<file path="src/hw/rtl/art_pkg.sv">
`default_nettype none

package art_pkg;

   // Field widths fixed by the interface.
   localparam int ADDR_FIELD_W = 48;
   localparam int LEN_W        = 40;
   localparam int STATUS_W     = 3;

   // Defaults for the top-level parameters.
   localparam int ENTRIES_DEF   = 64;
   localparam int ADDR_BITS_DEF = 48;

   typedef enum logic [1:0] {
      FUNC_ADD    = 2'd0,
      FUNC_FIND   = 2'd1,
      FUNC_REMOVE = 2'd2,
      FUNC_CLEAR  = 2'd3
   } func_type;

   typedef enum logic [STATUS_W-1:0] {
      ST_HIT      = 3'd0,
      ST_INSIDE   = 3'd1,
      ST_APPENDED = 3'd2,
      ST_NOTFOUND = 3'd3,
      ST_NULL     = 3'd4,
      ST_FULL     = 3'd5
   } status_type;

   // Commands from the controller to the datapath.
   typedef struct packed {
      logic load;
      logic scan;
      logic shift;
      logic finish;
   } ctl_cmd_type;

   // Status from the datapath to the controller.
   typedef struct packed {
      logic direct;
      logic scan_done;
      logic found;
      logic is_remove;
      logic shift_done;
      logic slot_free;
   } ctl_sts_type;

endpackage

`default_nettype wire

</file>
<file path="src/hw/rtl/art_ctrl.sv">
`default_nettype none

module art_ctrl
   import art_pkg::*;
(
   input  wire logic        clock,
   input  wire logic        reset,
   input  wire logic        req_valid,
   output logic             req_ready,
   input  wire ctl_sts_type sts,
   output ctl_cmd_type      cmd
);

   typedef enum logic [1:0] {
      S_IDLE,
      S_SCAN,
      S_SHIFT,
      S_FINISH
   } state_type;

   state_type state_ff;
   state_type state_in;

   always_comb begin
      state_in = state_ff;
      cmd      = '0;
      case (state_ff)
         S_IDLE: begin
            if (req_valid) begin
               cmd.load = 1'b1;
               state_in = sts.direct ? S_FINISH : S_SCAN;
            end
         end
         S_SCAN: begin
            cmd.scan = 1'b1;
            if (sts.scan_done) begin
               state_in = (sts.found && sts.is_remove) ? S_SHIFT : S_FINISH;
            end
         end
         S_SHIFT: begin
            cmd.shift = 1'b1;
            if (sts.shift_done) begin
               state_in = S_FINISH;
            end
         end
         S_FINISH: begin
            // The result register must be free before the table is updated.
            if (sts.slot_free) begin
               cmd.finish = 1'b1;
               state_in   = S_IDLE;
            end
         end
         default: begin
            state_in = S_IDLE;
         end
      endcase
   end

   always_ff @(posedge clock) begin
      if (reset) begin
         state_ff <= S_IDLE;
      end else begin
         state_ff <= state_in;
      end
   end

   assign req_ready = (state_ff == S_IDLE);

endmodule

`default_nettype wire

</file>
<file path="config.mk">
export PLATFORM = sky130hd
export DESIGN_NAME = art_ctrl
export DESIGN_NICKNAME = d
export VERILOG_FILES = /design/src/hw/rtl/art_pkg.sv /design/src/hw/rtl/art_ctrl.sv
export SDC_FILE = /design/constraint.sdc
export NUM_CORES = 1
export LEC_CHECK = 0
export CAP_MARGIN = 20
export CORE_AREA = 10 10 47 49
export DETAILED_ROUTE_END_ITERATION = 16
export DIE_AREA = 0 0 57 59
export DONT_BUFFER_PORTS = 1
export PLACE_DENSITY_LB_ADDON = 0.15
export SETUP_SLACK_MARGIN = 0.02
export SLEW_MARGIN = 15
export SYNTH_ARGS = -nofsm -noshare
export SYNTH_HDL_FRONTEND = slang
export SYNTH_SLANG_ARGS = --single-unit
</file>
<file path="constraint.sdc">
create_clock -name clock -period 1.7 [get_ports clock]
set_input_delay 0.34 -clock clock [delete_from_list [all_inputs] [get_ports clock]]
set_output_delay 0.34 -clock clock [all_outputs]
set_load 0.02 [all_outputs]
</file>
== After elaboration in Yosys (flattened, before gate mapping) ==
Cells that the tools add are included.

* Register bits after elaboration: 2
* Bits of input ports: 9

* Equal/unequal tests: 7
* Mux-type cells: 13
* Reductions and logical operators: 3

{| class="wikitable"
|+ Operator list
! operator !! count
|-
| $mux W2 || 5
|-
| $ne A2 B2 Y1 const B || 4
|-
| $pmux W2 S4 || 1
|-
| $mux W1 || 7
|-
| $eq A2 B2 Y1 const B || 2
|-
| $reduce_and A4 Y1 || 1
|-
| $eq A2 B1 Y1 const B || 1
|-
| $logic_not A2 Y1 || 1
|-
| $logic_and A1 B1 Y1 || 1
|}

== Logic depth before layout (Yosys ltp) ==
* Depth in word-level cells: 4
* Gate-level depth with buffers: 6

== Worst setup path before layout ==
Ideal clock, no wire load.

* Kind: reg2reg
* From: register state_ff[1]
* To: register state_ff[0]
* Setup time: 87 ps
* Arrival: 1375 ps
* Required time: 1613 ps
* Slack: 238 ps
* Stages on the path, launching flop included: 7
* Path buffers: 0
* Period minus slack after synthesis: 1462 ps
* Cells stage by stage: dfxtp_1 inv_1 ha_1 nand2b_2 o2111ai_2 or3_1 o31ai_1

* Word-level cells in the longest chain between the ends: 3
* Elaborated cells between the ends (all ways): 10

{| class="wikitable"
|+ RTL lines
! item !! line !! RTL
|-
| start: declaration || art_ctrl.sv:21 || <nowiki>state_type state_ff;</nowiki>
|-
| start signal: assignment || art_ctrl.sv:63 || <nowiki>state_ff <= state_in;</nowiki>
|-
| $logic_not A2 Y1 (*) || - ||
|-
| via req_ready || art_ctrl.sv:9 || <nowiki>output logic req_ready,</nowiki>
|-
| $ne A2 B2 Y1 (no source line) || - ||
|-
| $reduce_and A4 Y1 (no source line) || - ||
|}

The timed path passes the listed nets; every way through them passes the cells marked *.
A chain may end at the register's enable or synchronous reset.

==> flow_summary.ini <==
[route]
viasPerCell = 3.98
ant_nets = 0
vias = 179
drt_iter0_drc = 7
drt_pre_antenna_iters = 2
routed_wl_um = 554
wire_per_inst_um = 12.3
drcViolationCount = 0

[power_and_ir_drop]
ir_drop_mv = 0.356
pwr-share-seq = 0.177
p_leak_uw = 0.000116
p_sw_frac = 0.431
combPwrFrac = 0.612
power.internal_uw = 276
pwr_density_cell_mw_per_mm2 = 1800
switchingPower_uw = 209
p_clk_frac = 0.211

[floorplan]
num_io_pins = 14
dieWidth_um = 57
start_util = 0.145
die_h_um = 59
coreArea_mm2 = 0.00140
die-area_mm2 = 0.00336
fp-row-count = 14

[run]
max_cap_viol_count = 0

[cts]
clock_latency_ns = 0.22
cts.repair.resized = 0
clock-sinks = 2
cts_buffers = 3
cts_max_level = 1
postCtsSetupBuffers = 0
cts_tree = done
cts_root_buf = clkbuf_4
path_clk_slew_ns = 0.03
ctsHoldBuffers = 0
clockBufferDepth = 2

[cells_and_area]
largest_register_ffs = 2
top_regs = state_ff: 2 flops
fin_nets = 44
mostFrequentLayoutCell = ha_1
area_growth_pct = 33.3
top_register = state_ff
finish.utilization = 0.193
n_antenna_cell = 0
drive_gt1_frac = 0.414
layout_common_cells = ha_1 (4), clkbuf_4 (3), buf_4 (3)

[sta]
fin_ws_ns = 0.0943
max_freq_ghz = 0.623
relSlewSlack = 0.832
fin_skew_ns = 0.00349
slew_violations = 0
period_needed_ns = 1.61
fin_setup_tns_ns = 0
rsz0062_at_grt = no
hold_violations = 0
setup_violations = 0
fin_crit_sh = 0.945
tightest_slew_ns = 0.252

[setup_path]
start_kind = register
critPathSlowestCell = dfxtp_1
path_class = register to output port
crit_required_ns = 1.36
worstPathArrival_ns = 1.27
cp_num_buf_inv = 2
crit_fanout = 5
cp-end-kind = output port
crit_chain = inv_2 > ha_1 > buf_4 > and2_2
reg2reg_slack_ns = 0.28
cp_top_family = flip-flops
critPathMaxStageDelay_ns = 0.36

[place]
port-buffer-count = 0
gp_congestion = 0.634
dp_slack_ns = 0.235

[global_routing]
grt_max_degree = 6
grt.total_usage = 0.0359
antenna_found_initial = 0
grt_overflow = 0
grt_pass1_vias = 203
grt_pass1_wl_um = 897

[outcome]
status = completed

[synthesis]
syn_area_per_cell_um2 = 8.81
synth-edff-count = 0
syn_area_um2 = 203
yosys_warnings = 0
synth_top_area_frac = 0.247
seq_area_frac_synth = 0.198
synth_fp_nets = 36
synth_area_leaders = ha_1 (25%), dfxtp_1 (20%), a211oi_1 (7.4%)
syn_inst = 23
synth_top_area_cell = ha_1
synth.distinct_cells = 14
synthArstFlopShare = 0
yosys_most_used_dff = dfxtp_1
synth_seq_cells = 2

[hold_path]
hold_class = input pin to register
[stage by stage]
stage / hold WS [ns] / power, uW / cells / area [um^2]
2_1_floorplan: 0.413 / 310 / 23 / 203
3_3_place_gp: 0.416 / 392 / 42 / 245
3_5_place_dp: 0.423 / 390 / 42 / 245
4_1_cts: 0.189 / 499 / 45 / 268
5_1_grt: 0.179 / 547 / 45 / 270
6_report: 0.188 / 485 / 45 / 270
[Yosys cell counts, types with 2 or more instances]
cell type	instances
a211oi_1	2
a21oi_1	2
and2_1	2
dfxtp_1	2
ha_1	4
inv_1	2
nand2b_1	2
[cell type report]
class                           count  area, um^2
Fill cell                         172        1130
Multi-Input combinational cell     18         153
Sequential cell                     2        41.3
Clock buffer                        3        22.5
Timing Repair Buffer                3        22.5
Tap cell                           16        20.0
Inverter                            3        11.3
[worst register-to-register path, delay by kind of cell (launching register included)]
family          cells  cell delay, ns
flops               1            0.36
compound gates      2            0.23
buf+inv             1            0.07
simple gates        2            0.46
fa+ha+maj           1            0.22
[per-layer routing]
| layer | share of wire | vias to the layer above | GRT usage |
|---|---|---|---|
| li1 | - | 91 | - |
| met1 | 0.43 | 76 | 0.0380 |
| met2 | 0.36 | 12 | 0.0403 |
| met3 | 0.21 | 0 | 0.0408 |
| met4 | 0 | 0 | 0.0201 |
| met5 | 0 | - | 0 |
[power by group through the flow]
stage	sequential, uW	clock (uW)	combinational (uW)
finish	85.8	103	297
global route	89.6	117	340
CTS	84.6	109	306
detailed placement	85.2	0	304
global placement	84.4	0	307
floorplan	81.1	0	228
[cell families after synthesis]
kind of cell,Yosys count,synth area share
AO/OA/AOI/OAI,6,0.235
adder cells (fa/ha/maj),4,0.247
buffers and inverters,3,0.0556
flip-flops,2,0.198
AND/OR/NAND/NOR,8,0.265
[final timing paths]
kind	start	endpoint	cells past startpoint
setup / recovery	state_ff[0]$_SDFFE_PP0P_	cmd[3]	4
hold / removal	reset	state_ff[1]$_SDFFE_PP0P_	1
setup reg to reg	state_ff[0]$_SDFFE_PP0P_	state_ff[0]$_SDFFE_PP0P_	6
hold reg to reg	state_ff[0]$_SDFFE_PP0P_	state_ff[0]$_SDFFE_PP0P_	2
No activity file was read; power rests on OpenSTA's default activity.
