--- config.mk ---
export PLATFORM = sky130hd
export DESIGN_NAME = art_dpath
export DESIGN_NICKNAME = d
export VERILOG_FILES = /design/src/hw/rtl/art_pkg.sv /design/src/hw/rtl/art_dpath.sv
export SDC_FILE = /design/constraint.sdc
export NUM_CORES = 1
export LEC_CHECK = 0
export BUFFER_PORTS_ARGS = -buffer_cell sky130_fd_sc_hd__buf_4
export CAP_MARGIN = 20
export CELL_PAD_IN_SITES_DETAIL_PLACEMENT = 1
export CELL_PAD_IN_SITES_GLOBAL_PLACEMENT = 2
export CORE_ASPECT_RATIO = 0.9
export CORE_UTILIZATION = 32
export CTS_CLUSTER_DIAMETER = 100
export DETAILED_ROUTE_END_ITERATION = 7
export PLACE_DENSITY = 0.89
export SLEW_MARGIN = 0
export SYNTH_ARGS = -nofsm -noshare
export SYNTH_HDL_FRONTEND = slang
export SYNTH_SLANG_ARGS = --single-unit
export TNS_END_PERCENT = 100
--- constraint.sdc ---
create_clock -name clock -period 9.5 [get_ports clock]
set_input_delay 2.375 -clock clock [delete_from_list [all_inputs] [get_ports clock]]
set_output_delay 2.375 -clock clock [all_outputs]
set_load 0.01 [all_outputs]
--- src/hw/rtl/art_pkg.sv ---
`default_nettype none

package art_pkg;

   // Field widths fixed by the interface.
   localparam int ADDR_FIELD_W = 48;
   localparam int LEN_W        = 40;
   localparam int STATUS_W     = 3;

   // Defaults for the top-level parameters.
   localparam int ENTRIES_DEF   = 64;
   localparam int ADDR_BITS_DEF = 48;

   typedef enum logic [1:0] {
      FUNC_ADD    = 2'd0,
      FUNC_FIND   = 2'd1,
      FUNC_REMOVE = 2'd2,
      FUNC_CLEAR  = 2'd3
   } func_type;

   typedef enum logic [STATUS_W-1:0] {
      ST_HIT      = 3'd0,
      ST_INSIDE   = 3'd1,
      ST_APPENDED = 3'd2,
      ST_NOTFOUND = 3'd3,
      ST_NULL     = 3'd4,
      ST_FULL     = 3'd5
   } status_type;

   // Commands from the controller to the datapath.
   typedef struct packed {
      logic load;
      logic scan;
      logic shift;
      logic finish;
   } ctl_cmd_type;

   // Status from the datapath to the controller.
   typedef struct packed {
      logic direct;
      logic scan_done;
      logic found;
      logic is_remove;
      logic shift_done;
      logic slot_free;
   } ctl_sts_type;

endpackage

`default_nettype wire

--- src/hw/rtl/art_dpath.sv ---
`default_nettype none

module art_dpath
   import art_pkg::*;
#(
   parameter int ENTRIES   = ENTRIES_DEF,
   parameter int ADDR_BITS = ADDR_BITS_DEF,
   localparam int AW = (ADDR_BITS < ADDR_FIELD_W) ? ADDR_BITS : ADDR_FIELD_W,
   localparam int IW = (ENTRIES > 1) ? $clog2(ENTRIES) : 1,
   localparam int RW = AW + LEN_W
) (
   input  wire logic                    clock,
   input  wire logic                    reset,
   input  wire ctl_cmd_type             cmd,
   output ctl_sts_type                  sts,
   input  wire logic [1:0]              req_func,
   input  wire logic [ADDR_FIELD_W-1:0] req_addr,
   input  wire logic [LEN_W-1:0]        req_region_size,
   output logic                         rsp_valid,
   input  wire logic                    rsp_ready,
   output logic      [STATUS_W-1:0]     rsp_status,
   output logic      [LEN_W-1:0]        rsp_bytes_left,
   output logic                         ram_we,
   output logic      [IW-1:0]           ram_waddr,
   output logic      [RW-1:0]           ram_wdata,
   output logic      [IW-1:0]           ram_raddr,
   input  wire logic [RW-1:0]           ram_rdata
);

   localparam int CW = $clog2(ENTRIES + 1);
   localparam int DW = (AW > LEN_W) ? AW : LEN_W;

   // Request registers.
   logic [1:0]       func_ff;
   logic [AW-1:0]    addr_ff;
   logic [LEN_W-1:0] size_ff;

   // Table occupancy and scan pipeline.
   logic [CW-1:0]    count_ff;
   logic [CW-1:0]    count_in;
   logic [CW-1:0]    rd_idx_ff;
   logic [CW-1:0]    cmp_idx_ff;
   logic             cmp_vld_ff;

   // First matching entry.
   logic             found_ff;
   logic             hit_inside_ff;
   logic [IW-1:0]    hit_idx_ff;
   logic [LEN_W-1:0] hit_len_ff;
   logic [AW-1:0]    hit_diff_ff;

   // Result register.
   logic                rsp_valid_ff;
   logic [STATUS_W-1:0] rsp_status_ff;
   logic [STATUS_W-1:0] rsp_status_in;
   logic [LEN_W-1:0]    rsp_left_ff;
   logic [LEN_W-1:0]    rsp_left_in;

   logic [AW-1:0]    rd_base;
   logic [LEN_W-1:0] rd_len;
   logic [AW-1:0]    diff;
   logic             exact;
   logic             contained;
   logic             match_now;
   logic             issue;
   logic             addr_null;
   logic             table_full;
   logic [CW-1:0]    shift_dst;
   logic             slot_free;

   assign rd_base    = ram_rdata[RW-1:LEN_W];
   assign rd_len     = ram_rdata[LEN_W-1:0];
   assign diff       = addr_ff - rd_base;
   assign exact      = (addr_ff == rd_base);
   assign contained  = (addr_ff > rd_base) && (DW'(diff) < DW'(rd_len));
   assign addr_null  = (addr_ff == '0);
   assign table_full = (count_ff == CW'(ENTRIES));
   assign slot_free  = !rsp_valid_ff || rsp_ready;

   // Remove looks for an equal base only; add and find also take a
   // containing region.
   assign match_now = cmd.scan && cmp_vld_ff &&
                      (exact || ((func_ff != FUNC_REMOVE) && contained));
   assign issue     = (cmd.scan || cmd.shift) && (rd_idx_ff < count_ff);
   assign shift_dst = cmp_idx_ff - CW'(1);
   assign ram_raddr = rd_idx_ff[IW-1:0];

   always_comb begin
      sts            = '0;
      sts.direct     = (req_func == FUNC_CLEAR) || (req_addr[AW-1:0] == '0);
      sts.scan_done  = match_now || (!cmp_vld_ff && !issue);
      sts.found      = match_now;
      sts.is_remove  = (func_ff == FUNC_REMOVE);
      sts.shift_done = !cmp_vld_ff && !issue;
      sts.slot_free  = slot_free;
   end

   // Table write port: shifting entries down during remove, or the
   // update or append of an add.
   always_comb begin
      ram_we    = 1'b0;
      ram_waddr = shift_dst[IW-1:0];
      ram_wdata = ram_rdata;
      if (cmd.shift && cmp_vld_ff) begin
         ram_we = 1'b1;
      end else if (cmd.finish && (func_ff == FUNC_ADD) && !addr_null) begin
         ram_wdata = {addr_ff, size_ff};
         if (found_ff && !hit_inside_ff) begin
            ram_we    = 1'b1;
            ram_waddr = hit_idx_ff;
         end else if (!found_ff && !table_full) begin
            ram_we    = 1'b1;
            ram_waddr = count_ff[IW-1:0];
         end
      end
   end

   always_comb begin
      count_in      = count_ff;
      rsp_status_in = ST_HIT;
      rsp_left_in   = '0;
      if (func_ff == FUNC_CLEAR) begin
         count_in = '0;
      end else if (addr_null) begin
         rsp_status_in = ST_NULL;
      end else begin
         case (func_ff)
            FUNC_ADD: begin
               if (found_ff && !hit_inside_ff) begin
                  rsp_left_in = size_ff;
               end else if (found_ff) begin
                  rsp_status_in = ST_INSIDE;
                  rsp_left_in   = hit_len_ff;
               end else if (table_full) begin
                  rsp_status_in = ST_FULL;
               end else begin
                  count_in      = count_ff + CW'(1);
                  rsp_status_in = ST_APPENDED;
                  rsp_left_in   = size_ff;
               end
            end
            FUNC_FIND: begin
               if (!found_ff) begin
                  rsp_status_in = ST_NOTFOUND;
               end else if (!hit_inside_ff) begin
                  rsp_left_in = hit_len_ff;
               end else begin
                  rsp_status_in = ST_INSIDE;
                  rsp_left_in   = LEN_W'(DW'(hit_len_ff) - DW'(hit_diff_ff));
               end
            end
            FUNC_REMOVE: begin
               if (found_ff) begin
                  count_in = count_ff - CW'(1);
               end else begin
                  rsp_status_in = ST_NOTFOUND;
               end
            end
            default: begin
               rsp_status_in = ST_HIT;
            end
         endcase
      end
   end

   always_ff @(posedge clock) begin
      if (cmd.load) begin
         func_ff <= req_func;
         addr_ff <= req_addr[AW-1:0];
         size_ff <= req_region_size;
      end
      if (match_now) begin
         hit_idx_ff    <= cmp_idx_ff[IW-1:0];
         hit_inside_ff <= !exact;
         hit_len_ff    <= rd_len;
         hit_diff_ff   <= diff;
      end
      if (cmd.scan || cmd.shift) begin
         cmp_idx_ff <= rd_idx_ff;
      end
      if (cmd.finish) begin
         rsp_status_ff <= rsp_status_in;
         rsp_left_ff   <= rsp_left_in;
      end
   end

   always_ff @(posedge clock) begin
      if (reset) begin
         count_ff     <= '0;
         rd_idx_ff    <= '0;
         cmp_vld_ff   <= 1'b0;
         found_ff     <= 1'b0;
         rsp_valid_ff <= 1'b0;
      end else begin
         if (cmd.load) begin
            rd_idx_ff  <= '0;
            cmp_vld_ff <= 1'b0;
            found_ff   <= 1'b0;
         end else if (match_now) begin
            // A remove continues by shifting from the entry after the hit.
            found_ff   <= 1'b1;
            rd_idx_ff  <= cmp_idx_ff + CW'(1);
            cmp_vld_ff <= 1'b0;
         end else if (cmd.scan || cmd.shift) begin
            cmp_vld_ff <= issue;
            if (issue) begin
               rd_idx_ff <= rd_idx_ff + CW'(1);
            end
         end
         if (cmd.finish) begin
            count_ff     <= count_in;
            rsp_valid_ff <= 1'b1;
         end else if (rsp_ready) begin
            rsp_valid_ff <= 1'b0;
         end
      end
   end

   assign rsp_valid      = rsp_valid_ff;
   assign rsp_status     = rsp_status_ff;
   assign rsp_bytes_left = rsp_left_ff;

   a_count_bound: assert property (@(posedge clock) disable iff (reset)
      count_ff <= CW'(ENTRIES))
      else $error("entry count exceeds table depth");

   a_finish_slot: assert property (@(posedge clock) disable iff (reset)
      cmd.finish |-> (!rsp_valid_ff || rsp_ready))
      else $error("result overwritten before it was taken");

   a_scan_no_write: assert property (@(posedge clock) disable iff (reset)
      cmd.scan |-> !ram_we)
      else $error("table written during a scan");

   a_clear_empties: assert property (@(posedge clock) disable iff (reset)
      (cmd.finish && (func_ff == FUNC_CLEAR)) |=> (count_ff == '0))
      else $error("clear left entries in the table");

endmodule

`default_nettype wire

Yosys cells after proc, flatten, opt, wreduce, memory -nomap -nowiden
Cells that the tools add are included.

word-level totals
  output and inout port bits = 151
  flip-flop bits (word level) = 244
  word-level logic and storage cells = 110
  input port bits = 185

operators by class
  eq/ne operators = 12
  $add $sub $neg = 7
  mux-type cells = 36
  $lt $le $gt $ge = 3
  reductions and logical operators = 36

operator list
  cell                   number
  $mux W40               5
  $mux W88               2
  $logic_not A48 Y1      2
  $pmux W40 S2           1
  $mux W7                9
  $eq A48 B48 Y1         1
  $gt A48 B48 Y1         1
  $lt A48 B40 Y1         1
  $sub A48 B48 Y48       1
  $sub A40 B40 Y40       1
  $mux W6                4
  $add A7 B1 Y7 const B  3
  $pmux W7 S2            1
  $mux W3                4
  $logic_and A1 B1 Y1    11
  $ne A3 B2 Y1 const B   3
  $pmux W3 S3            1
  $logic_not A1 Y1       8
  $eq A7 B7 Y1 const B   1
  $lt A7 B7 Y1           1
  $mux W1                7
  $reduce_and A7 Y1      1
  $sub A7 B1 Y7 const B  1
  $eq A2 B2 Y1 const B   3
  other kinds (13)       21

Logic depth before layout (Yosys ltp)
Gate-level depths: netlist (run 1).

  depth in word-level cells = 8
  gate-level depth with buffers = 30

Worst setup path before layout (run 1)
No wires, ideal clock.

  path type = input -> output
  from = input ram_rdata[54]
  to = output sts[3] (netlist name)
  cell stages on the path = 23
  path slack = 0.145 ns
  arrival time = 6.980 ns
  required time = 7.125 ns
  cells stage by stage = inv_1 > ha_1 > buf_2 > a21o_1 > a21o_1 > a21o_1 > a311oi_1 > and2_1 > o21bai_1 > a21oi_1 > xnor2_1 > ha_1 > nand4_1 > nor4_1 > nand2_1 > o21ai_0 > or4_1 > a211o_1 > nor4_2 > nand3_1 > o41ai_2 > buf_6 > buf_4

on the way
  cells in the longest elaborated chain, start to end = 6
  elaborated cells on any way between the ends = 8

ends and longest elaborated chain
  element              line             RTL
  from (decl)          art_dpath.sv:27  input wire logic [RW-1:0] ram_rdata
  $sub A48 B48 Y48     art_dpath.sv:73  assign diff = addr_ff - rd_base;
  via diff[29]         art_dpath.sv:61  logic [AW-1:0] diff;
  $lt A48 B40 Y1       art_dpath.sv:75  assign contained = (addr_ff > rd_base) && (DW'(diff) < DW'(rd_len));
  $logic_and A1 B1 Y1  art_dpath.sv:75
  $logic_and A1 B1 Y1  art_dpath.sv:83  (exact || ((func_ff != FUNC_REMOVE) && contained));
  $logic_or A1 B1 Y1   art_dpath.sv:83
  $logic_and A1 B1 Y1  art_dpath.sv:82  assign match_now = cmd.scan && cmp_vld_ff &&
  to (decl)            art_dpath.sv:15  output ctl_sts_type sts,

The timed path passes the listed nets, and every way through them passes these cells.

==> results.json, run 1 <==
{
  "synth-seq-cells": 244,
  "synth.avg_cell_area_um2": 10.0,
  "worst-slew-pin-transition_ns": 1.05,
  "gp_congestion": 0.915,
  "final_cell_mix": "buf_4, edfxtp_1, inv_1",
  "root_buffer": "clkbuf_16",
  "skew_ns": 0.0213,
  "vias": 15300,
  "wl_per_cell_um": 23.7,
  "maxSlewViolCount": 0,
  "total_power_mw": 3.39,
  "cts_tree": "yes",
  "grt_pass1_vias": 16100,
  "dpl-instance-area_um2": 20900,
  "drc": 16,
  "port_buffers": 335,
  "worstPathRequired_ns": 7.13,
  "place_ws_ns": -0.118,
  "slowest_stage": "or4_4",
  "p_leak_nw": 9.57,
  "cp-start-kind": "primary input",
  "dominantRegCellSynth": "edfxtp_1",
  "h-tree-depth": 1,
  "crit_path_max_incr_delay_ns": 0.54,
  "path_delay_family": "compound AO/OA/AOI/OAI gates",
  "ant_nets": 0,
  "track_usage_pct": 23.8,
  "fin_crit_sh_pct": 98.6,
  "drt-met1-wl_um": 30700,
  "utilization_pct": 42.2,
  "synth_area_leaders": "edfxtp_1, ha_1, mux2_2",
  "drive_above_1_share_pct": 30.7,
  "dieArea_um2": 54800,
  "core_area_um2": 53200,
  "ys_types": 81,
  "yosysSeqAreaShare_pct": 41.5,
  "clk_pin_slew_ns": 0.06,
  "grt_pass1_wl_um": 100000,
  "die_w_um": 247,
  "antenna_found_initial": 1,
  "top_layer_used": "met4",
  "syn_nets": 2047,
  "nets": 2436,
  "clk_latency_ns": 0.61,
  "fin_crit_ns": 9.37,
  "io_pins": 336,
  "holdCritPathClass": "register to register",
  "arrival_ns": 7.00,
  "yosys_warnings": 0,
  "grt_overflow": 0,
  "critical_path_class": "primary input to primary output",
  "row_count": 80,
  "clock.fmax_mhz": 107,
  "relSlewSlack_pct": 29.5,
  "drt_wl_total_um": 67000,
  "crit_buf_inv": 4,
  "finalWorstSetupSlack_ns": 0.129,
  "die_h_um": 222,
  "vdd_drop_max_mv": 0.138,
  "status": "finished, violations left",
  "final_common_cell": "buf_4",
  "routed_via_density": 5.41,
  "clk_path_buf_depth": 3,
  "dr_wl_met2_um": 31700,
  "power.density_nw_per_um2": 151,
  "synth_edf_count": 227,
  "violations": "design-rule violations",
  "syn_area_um2": 17200,
  "crit_path_end_kind": "primary output",
  "maxCapViolCount": 0,
  "setup_violations": 0,
  "dp_hpwl_um": 52400,
  "cts_inserted_buffers": 31,
  "hold_slack_ns": 0.505,
  "grt_max_degree": 54,
  "cp_max_fo": 3,
  "ys_async_sr_fraction_pct": 0,
  "syn_inst": 1720,
  "start_util_pct": 32.4,
  "synth_top_area_share_pct": 39.5,
  "drt_iter0_drc": 936,
  "dr.pass1.iters": 8,
  "clock_sinks": 244,
  "wl_met3_um": 2560,
  "syn_to_final_growth_pct": 30.1,
  "fin_area_um2": 22400,
  "hold_violations": 0,
  "yosysTopAreaCell": "edfxtp_1"
}
## power by group
group | internal, mW | total [mW] | switching [mW]
sequential | 1.24 | 1.29 | 0.0498
combinational | 0.411 | 0.921 | 0.510
clock | 0.662 | 1.18 | 0.518
total | 2.32 | 3.39 | 1.08
## sequential cells by signal (all words and copies together), names as in the netlist, 2 cells and up
register and flops:
func_ff 2, size_ff 40, hit_diff_ff 40, cmp_idx_ff 7, hit_len_ff 40, count_ff 7, addr_ff 48, rsp_bytes_left 40
rd_idx_ff 7, hit_idx_ff 6, rsp_status 3
## worst min-delay path: stages (launching register included)
cell	delay, ns
dfxtp_1	0.31
nand2b_1	0.08
a21oi_1	0.06
## final cells by class
class | count | area, µm²
Fill cell | 5947 | 30700
Inverter | 163 | 612
Clock inverter | 20 | 168
Timing Repair Buffer | 427 | 3210
Clock buffer | 38 | 842
Tap cell | 697 | 872
Sequential cell | 244 | 7160
Antenna cell | 1 | 2.50
Multi-Input combinational cell | 1242 | 9560
## layer usage
layer  vias up  global-route usage [%]
li1       7221                       -
met1      7601                    32.9
met2       413                    39.6
met3        80                    2.10
met4         0                    6.85
met5         -                       0
## per-stage QoR
step / std cells / setup TNS (ns)
after floorplan: 1720 / 0
after global placement: 2760 / 0
after detailed placement: 2760 / -0.160
after CTS: 2821 / 0
after global routing: 2832 / -0.0824
final: 2832 / 0
## synth_stat cells (all sizes together) (18+ instances only)
cell type and instances:
buf 27, xnor2 54, xor2 26, inv 163, clkbuf 44, edfxtp 227, nand2 88, nand4 36
nor2 119, a22oi 38, o21ai 64, mux2i 25, ha 139, a31oi 18, nand3 29, nor3 44
nor4 34, a21o 71, mux2 90, a21oi 124
## path summary, 6_finish.rpt
path / start / end / slack [ns] / depth (start not counted)
min reg2reg: rsp_valid / rsp_valid / 0.51 / 2
max reg2reg: addr_ff[0] / rd_idx_ff[6] / 2.72 / 30
min: rsp_valid / rsp_valid / 0.51 / 2
max: ram_rdata[40] / sts[4] / 0.13 / 26
## cells by family (layout without fill, tap and decap cells)
group / after synthesis / in the layout / share of synthesized area (%)
AOI/OAI and AO/OA: 459 / 459 / 17.9
xor gates and xnor gates: 80 / 80 / 4.11
adders and majority gates: 142 / 142 / 10.4
buffers and inverters: 234 / 648 / 5.41
DFF: 244 / 244 / 41.5
muxes: 115 / 115 / 7.33
other: 0 / 1 / 0
and+or+nand+nor: 446 / 446 / 13.3
## what timing repair did
| action | CTS | global route |
|---|---|---|
| gates resized for setup | 12 | 69 |
| cloned | 0 | 0 |
| hold buffers | 0 | 0 |
| endpoints found under the setup margin | 2 | 2 |
| buffers inserted | 3 | 10 |
| pin swaps | 2 | 29 |
Note: power is estimated with default switching activity, not from simulation.
==> run 2, diff against run 1 <==
- CORE_ASPECT_RATIO: 0.9 -> unset
- RECOVER_POWER: unset -> 25
==> results.json, run 2 (synthesis results as in run 1) <==
{
  "setup_violations": 0,
  "fin_tns_setup_ns": 0,
  "io_pins": 336,
  "syn_to_final_growth_pct": 29.0,
  "ant_nets": 0,
  "row_count": 84,
  "dp_hpwl_um": 51700,
  "grt_pass1_wl_um": 95900,
  "maxCapViolCount": 1,
  "track_usage_pct": 23.1,
  "port_buffers": 335,
  "drc": 13,
  "status": "finished, violations left",
  "drt-met1-wl_um": 28600,
  "drt_wl_total_um": 65000,
  "violations": "design-rule violations, max-capacitance violations, max-slew violations",
  "final_common_cell": "buf_4",
  "regMostFlops": "addr_ff",
  "grt_pass1_vias": 15800,
  "vdd_drop_max_mv": 0.141,
  "p_leak_nw": 9.29,
  "wl_met3_um": 2950,
  "grt_max_degree": 70,
  "slowest_stage": "or4_4",
  "worst-slew-pin-transition_ns": 2.20,
  "largest_register_ffs": 48,
  "crit_path_max_incr_delay_ns": 0.57,
  "power.density_nw_per_um2": 150,
  "holdCritPathClass": "register to register",
  "h-tree-depth": 1,
  "gp_congestion": 0.918,
  "relSlewSlack_pct": -46.9,
  "drt_iter0_drc": 982,
  "drive_above_1_share_pct": 28.3,
  "arrival_ns": 6.96,
  "cts_tree": "yes",
  "fin_crit_sh_pct": 98.3,
  "cp-start-kind": "primary input",
  "clock_sinks": 244,
  "antenna_found_initial": 4,
  "wl_per_cell_um": 23.1,
  "die_w_um": 234,
  "dr_wl_met2_um": 30700,
  "top_layer_used": "met5",
  "cp_max_fo": 3,
  "vias": 15300,
  "routed_via_density": 5.42,
  "utilization_pct": 42.1,
  "clk_path_buf_depth": 3,
  "grt_overflow": 0,
  "worstPathRequired_ns": 7.13,
  "nets": 2432,
  "clock.fmax_mhz": 107,
  "core_area_um2": 52900,
  "fillers": 5922,
  "critical_path_class": "primary input to primary output",
  "final_cell_mix": "buf_4, edfxtp_1, inv_1",
  "maxSlewViolCount": 42,
  "clk_pin_slew_ns": 0.06,
  "clk_latency_ns": 0.58,
  "cts_hold_buf": 0,
  "crit_path_end_kind": "primary output",
  "fin_crit_ns": 9.34,
  "start_util_pct": 32.6,
  "skew_ns": 0.0311,
  "hold_violations": 0,
  "die_h_um": 234,
  "dr.pass1.iters": 8,
  "cts_inserted_buffers": 31,
  "dieArea_um2": 54800,
  "root_buffer": "clkbuf_16"
}
## run 2: changes by cell type in the layout (fill, tap and decap cells not counted), sizes merged
cell      change
buf         -136
clkbuf      +129
bufinv        +1
clkinv        +1
clkinvlp      -1
diode         +1
inv           -1
## run 2: final cells by class
class	instances	area (µm²)	share of cell area [%]
multi-input combinational	1242	9710	43.7
sequential	244	7160	32.2
timing repair buffer	423	2940	13.2
tap	688	861	3.87
clock buffer	35	791	3.56
inverter	163	614	2.76
clock inverter	20	163	0.731
antenna	2	5.00	0.0225
## run 2: through the flow
step | setup WS, ns | hold slack, ns | cells | total power [mW] | cell area [µm²]
floorplan | 0.145 | 0.424 | 1720 | 1.75 | 17200
global placement | 0.0503 | 0.480 | 2746 | 2.13 | 20900
detailed placement | -0.174 | 0.494 | 2746 | 2.16 | 20900
CTS | 0.0178 | 0.513 | 2802 | 3.29 | 21900
global route | -0.0731 | 0.532 | 2817 | 3.47 | 22200
finish | 0.164 | 0.507 | 2817 | 3.33 | 22200
## run 2: repair_timing
action / 4_1_cts / 5_1_grt
setup endpoints to repair: 2 / 2
resized for setup: 5 / 116
pin swaps: 2 / 61
hold endpoints to repair: 0 / 0
setup buffers: 1 / 13
## run 2: metal layers
layer  up-vias  track usage (%)
li1       7202                -
met1      7496             30.9
met2       448             38.0
met3       113             2.18
met4         2             9.88
met5         -                0
## run 2: path summary, 6_finish.rpt
check                     start      endpoint  slack, ns  cells after the start
setup / recovery  ram_rdata[54]        sts[4]       0.16                     25
hold / removal        rsp_valid     rsp_valid       0.51                      2
setup reg to reg     addr_ff[1]  rd_idx_ff[6]       3.06                     28
hold reg to reg       rsp_valid     rsp_valid       0.51                      2
## run 2: where the power goes
group / internal, mW / switching, mW / total (mW)
Combinational: 0.408 / 0.512 / 0.920
Sequential: 1.24 / 0.0485 / 1.29
Clock: 0.647 / 0.468 / 1.12
## run 2: critical path, delay by kind of cell
family	cells	cell delay, ns
simple gates	8	1.60
compound gates	9	1.57
fa+ha+maj	2	0.66
buf+inv	5	0.57
xor+xnor	1	0.17
==> run 3, diff against run 2 <==
- BUFFER_PORTS_ARGS: -buffer_cell sky130_fd_sc_hd__buf_4 -> -buffer_cell sky130_fd_sc_hd__buf_2
- MAX_ROUTING_LAYER: unset -> met4
==> results.json, run 3 (synthesis results as in run 1) <==
{
  "dp_hpwl_um": 51600,
  "clk_pin_slew_ns": 0.06,
  "maxCapViolCount": 0,
  "fin_area_um2": 21600,
  "io_pins": 336,
  "regMostFlops": "addr_ff",
  "cp_max_fo": 2,
  "ff2ff_path_depth": 31,
  "r2r_setup_slack_ns": 2.84,
  "gp_congestion": 0.923,
  "crit_path_end_kind": "primary output",
  "slowest_stage": "or4_4",
  "holdCritPathClass": "register to register",
  "largest_register_ffs": 48,
  "nets": 2437,
  "drt_wl_total_um": 65400,
  "core_area_um2": 52900,
  "drt_iter0_drc": 1049,
  "critical_path_class": "primary input to primary output",
  "die_h_um": 234,
  "track_usage_pct": 23.8,
  "hold_path.startpoint": "rsp_valid",
  "rsz0062_at_grt": "true",
  "p_leak_nw": 9.12,
  "worst-slew-pin-transition_ns": 1.04,
  "maxSlewViolCount": 0,
  "dieArea_um2": 54800,
  "timing.rr.end": "rd_idx_ff[6]",
  "arrival_ns": 6.93,
  "start_util_pct": 32.6,
  "utilization_pct": 40.8,
  "cp-start-kind": "primary input",
  "seqCellArea_um2": 7160,
  "fin_crit_ns": 9.31,
  "port_buffers": 335,
  "ant_nets": 0,
  "grt_overflow": 0,
  "clk_latency_ns": 0.62,
  "row_count": 84,
  "crit_path_max_incr_delay_ns": 0.56,
  "violations": "design-rule violations",
  "setup_violations": 0,
  "grt_pass1_wl_um": 95800,
  "hold_violations": 0,
  "final_cell_mix": "buf_2, edfxtp_1, inv_1",
  "syn_to_final_growth_pct": 25.2,
  "status": "finished, violations left",
  "crit-reg2reg-launch": "addr_ff[0]",
  "vias": 15200,
  "relSlewSlack_pct": 30.8,
  "wl_per_cell_um": 23.1,
  "clock.fmax_mhz": 107,
  "grt_max_degree": 52,
  "finalWorstSetupSlack_ns": 0.193,
  "skew_ns": 0.0306,
  "final_common_cell": "buf_2",
  "clk_path_buf_depth": 3,
  "cp_num_cells": 27,
  "routed_via_density": 5.39,
  "grt_pass1_vias": 15600,
  "path_delay_family": "compound AO/OA/AOI/OAI gates",
  "dpl-instance-area_um2": 20100,
  "worstPathRequired_ns": 7.13,
  "root_buffer": "clkbuf_16",
  "h-tree-depth": 1,
  "drive_above_1_share_pct": 27.0,
  "multi_input_area_um2": 9550,
  "die_w_um": 234,
  "dr.pass1.iters": 8,
  "cts_inserted_buffers": 31,
  "power.density_nw_per_um2": 160,
  "fin_crit_sh_pct": 98.0,
  "clock_sinks": 244,
  "min_to": "rsp_valid",
  "vdd_drop_max_mv": 0.144,
  "place_ws_ns": -0.113,
  "cts_tree": "yes",
  "antenna_found_initial": 4,
  "drc": 13,
  "min_path_cells": 2,
  "crit_buf_inv": 5,
  "fillers": 6073
}
==> run 3: changes by cell type in the layout (fill, tap and decap cells not counted), sizes merged <==
cell    change
diode       +1
clkinv      -2
clkbuf     -54
inv         +1
bufinv      +5
buf        +57
==> run 3: worst max path at each step <==
stage | from | endpoint | slack [ns]
after global routing | ram_rdata[40] | sts[4] | -0.1
after CTS | ram_rdata[41] | sts[4] | -0.002
after detailed placement | ram_rdata[44] | sts[4] | -0.11
after global placement | ram_rdata[44] | sts[4] | 0.09
after floorplan | ram_rdata[54] | sts[3] | 0.14
final | ram_rdata[40] | sts[4] | 0.19
==> run 3: timing repair <==
action / 4_1_cts / 5_1_grt
pin swaps: 8 / 26
setup endpoints to repair: 2 / 2
buffers inserted: 5 / 6
cloned: 0 / 0
gates resized for setup: 8 / 76
hold buffers: 0 / 0
endpoints found under the hold margin: 0 / 0
==> run 3: layout make-up <==
class	count	area share, %
Inverter	163	2.84
Timing Repair Buffer	428	10.6
Antenna cell	3	0.0348
Tap cell	688	3.99
Clock buffer	33	3.63
Clock inverter	24	1.51
Sequential cell	244	33.2
Multi-Input combinational cell	1242	44.3
==> run 3: tightest hold or removal path, delay by kind of cell (launching register included) <==
kind               cells  cell delay, ns
and+or+nand+nor        1            0.08
AOI/OAI and AO/OA      1            0.06
DFF                    1            0.31
==> run 3: where the power goes <==
group | internal (mW) | switching (mW)
Clock | 0.789 | 0.504
Combinational | 0.363 | 0.507
Sequential | 1.24 | 0.0464
Total | 2.39 | 1.06
==> run 3: per-layer routing <==
metal / GRT usage [%] / part of all wire [%] / up-vias
li1: - / - / 7223
met1: 31.0 / 44 / 7447
met2: 38.5 / 48 / 450
met3: 2.29 / 4.5 / 115
met4: 7.89 / 3.8 / 0
met5: - / 0 / -
==> run 3: per-stage QoR <==
step	power (mW)	TNS (ns)	hold slack (ns)	std cells
2_1_floorplan	1.75	0	0.424	1720
3_3_place_gp	2.08	0	0.471	2754
3_5_place_dp	2.11	-0.195	0.487	2754
4_1_cts	3.42	-0.00193	0.498	2816
5_1_grt	3.59	-0.0975	0.517	2825
6_report	3.45	0	0.497	2825
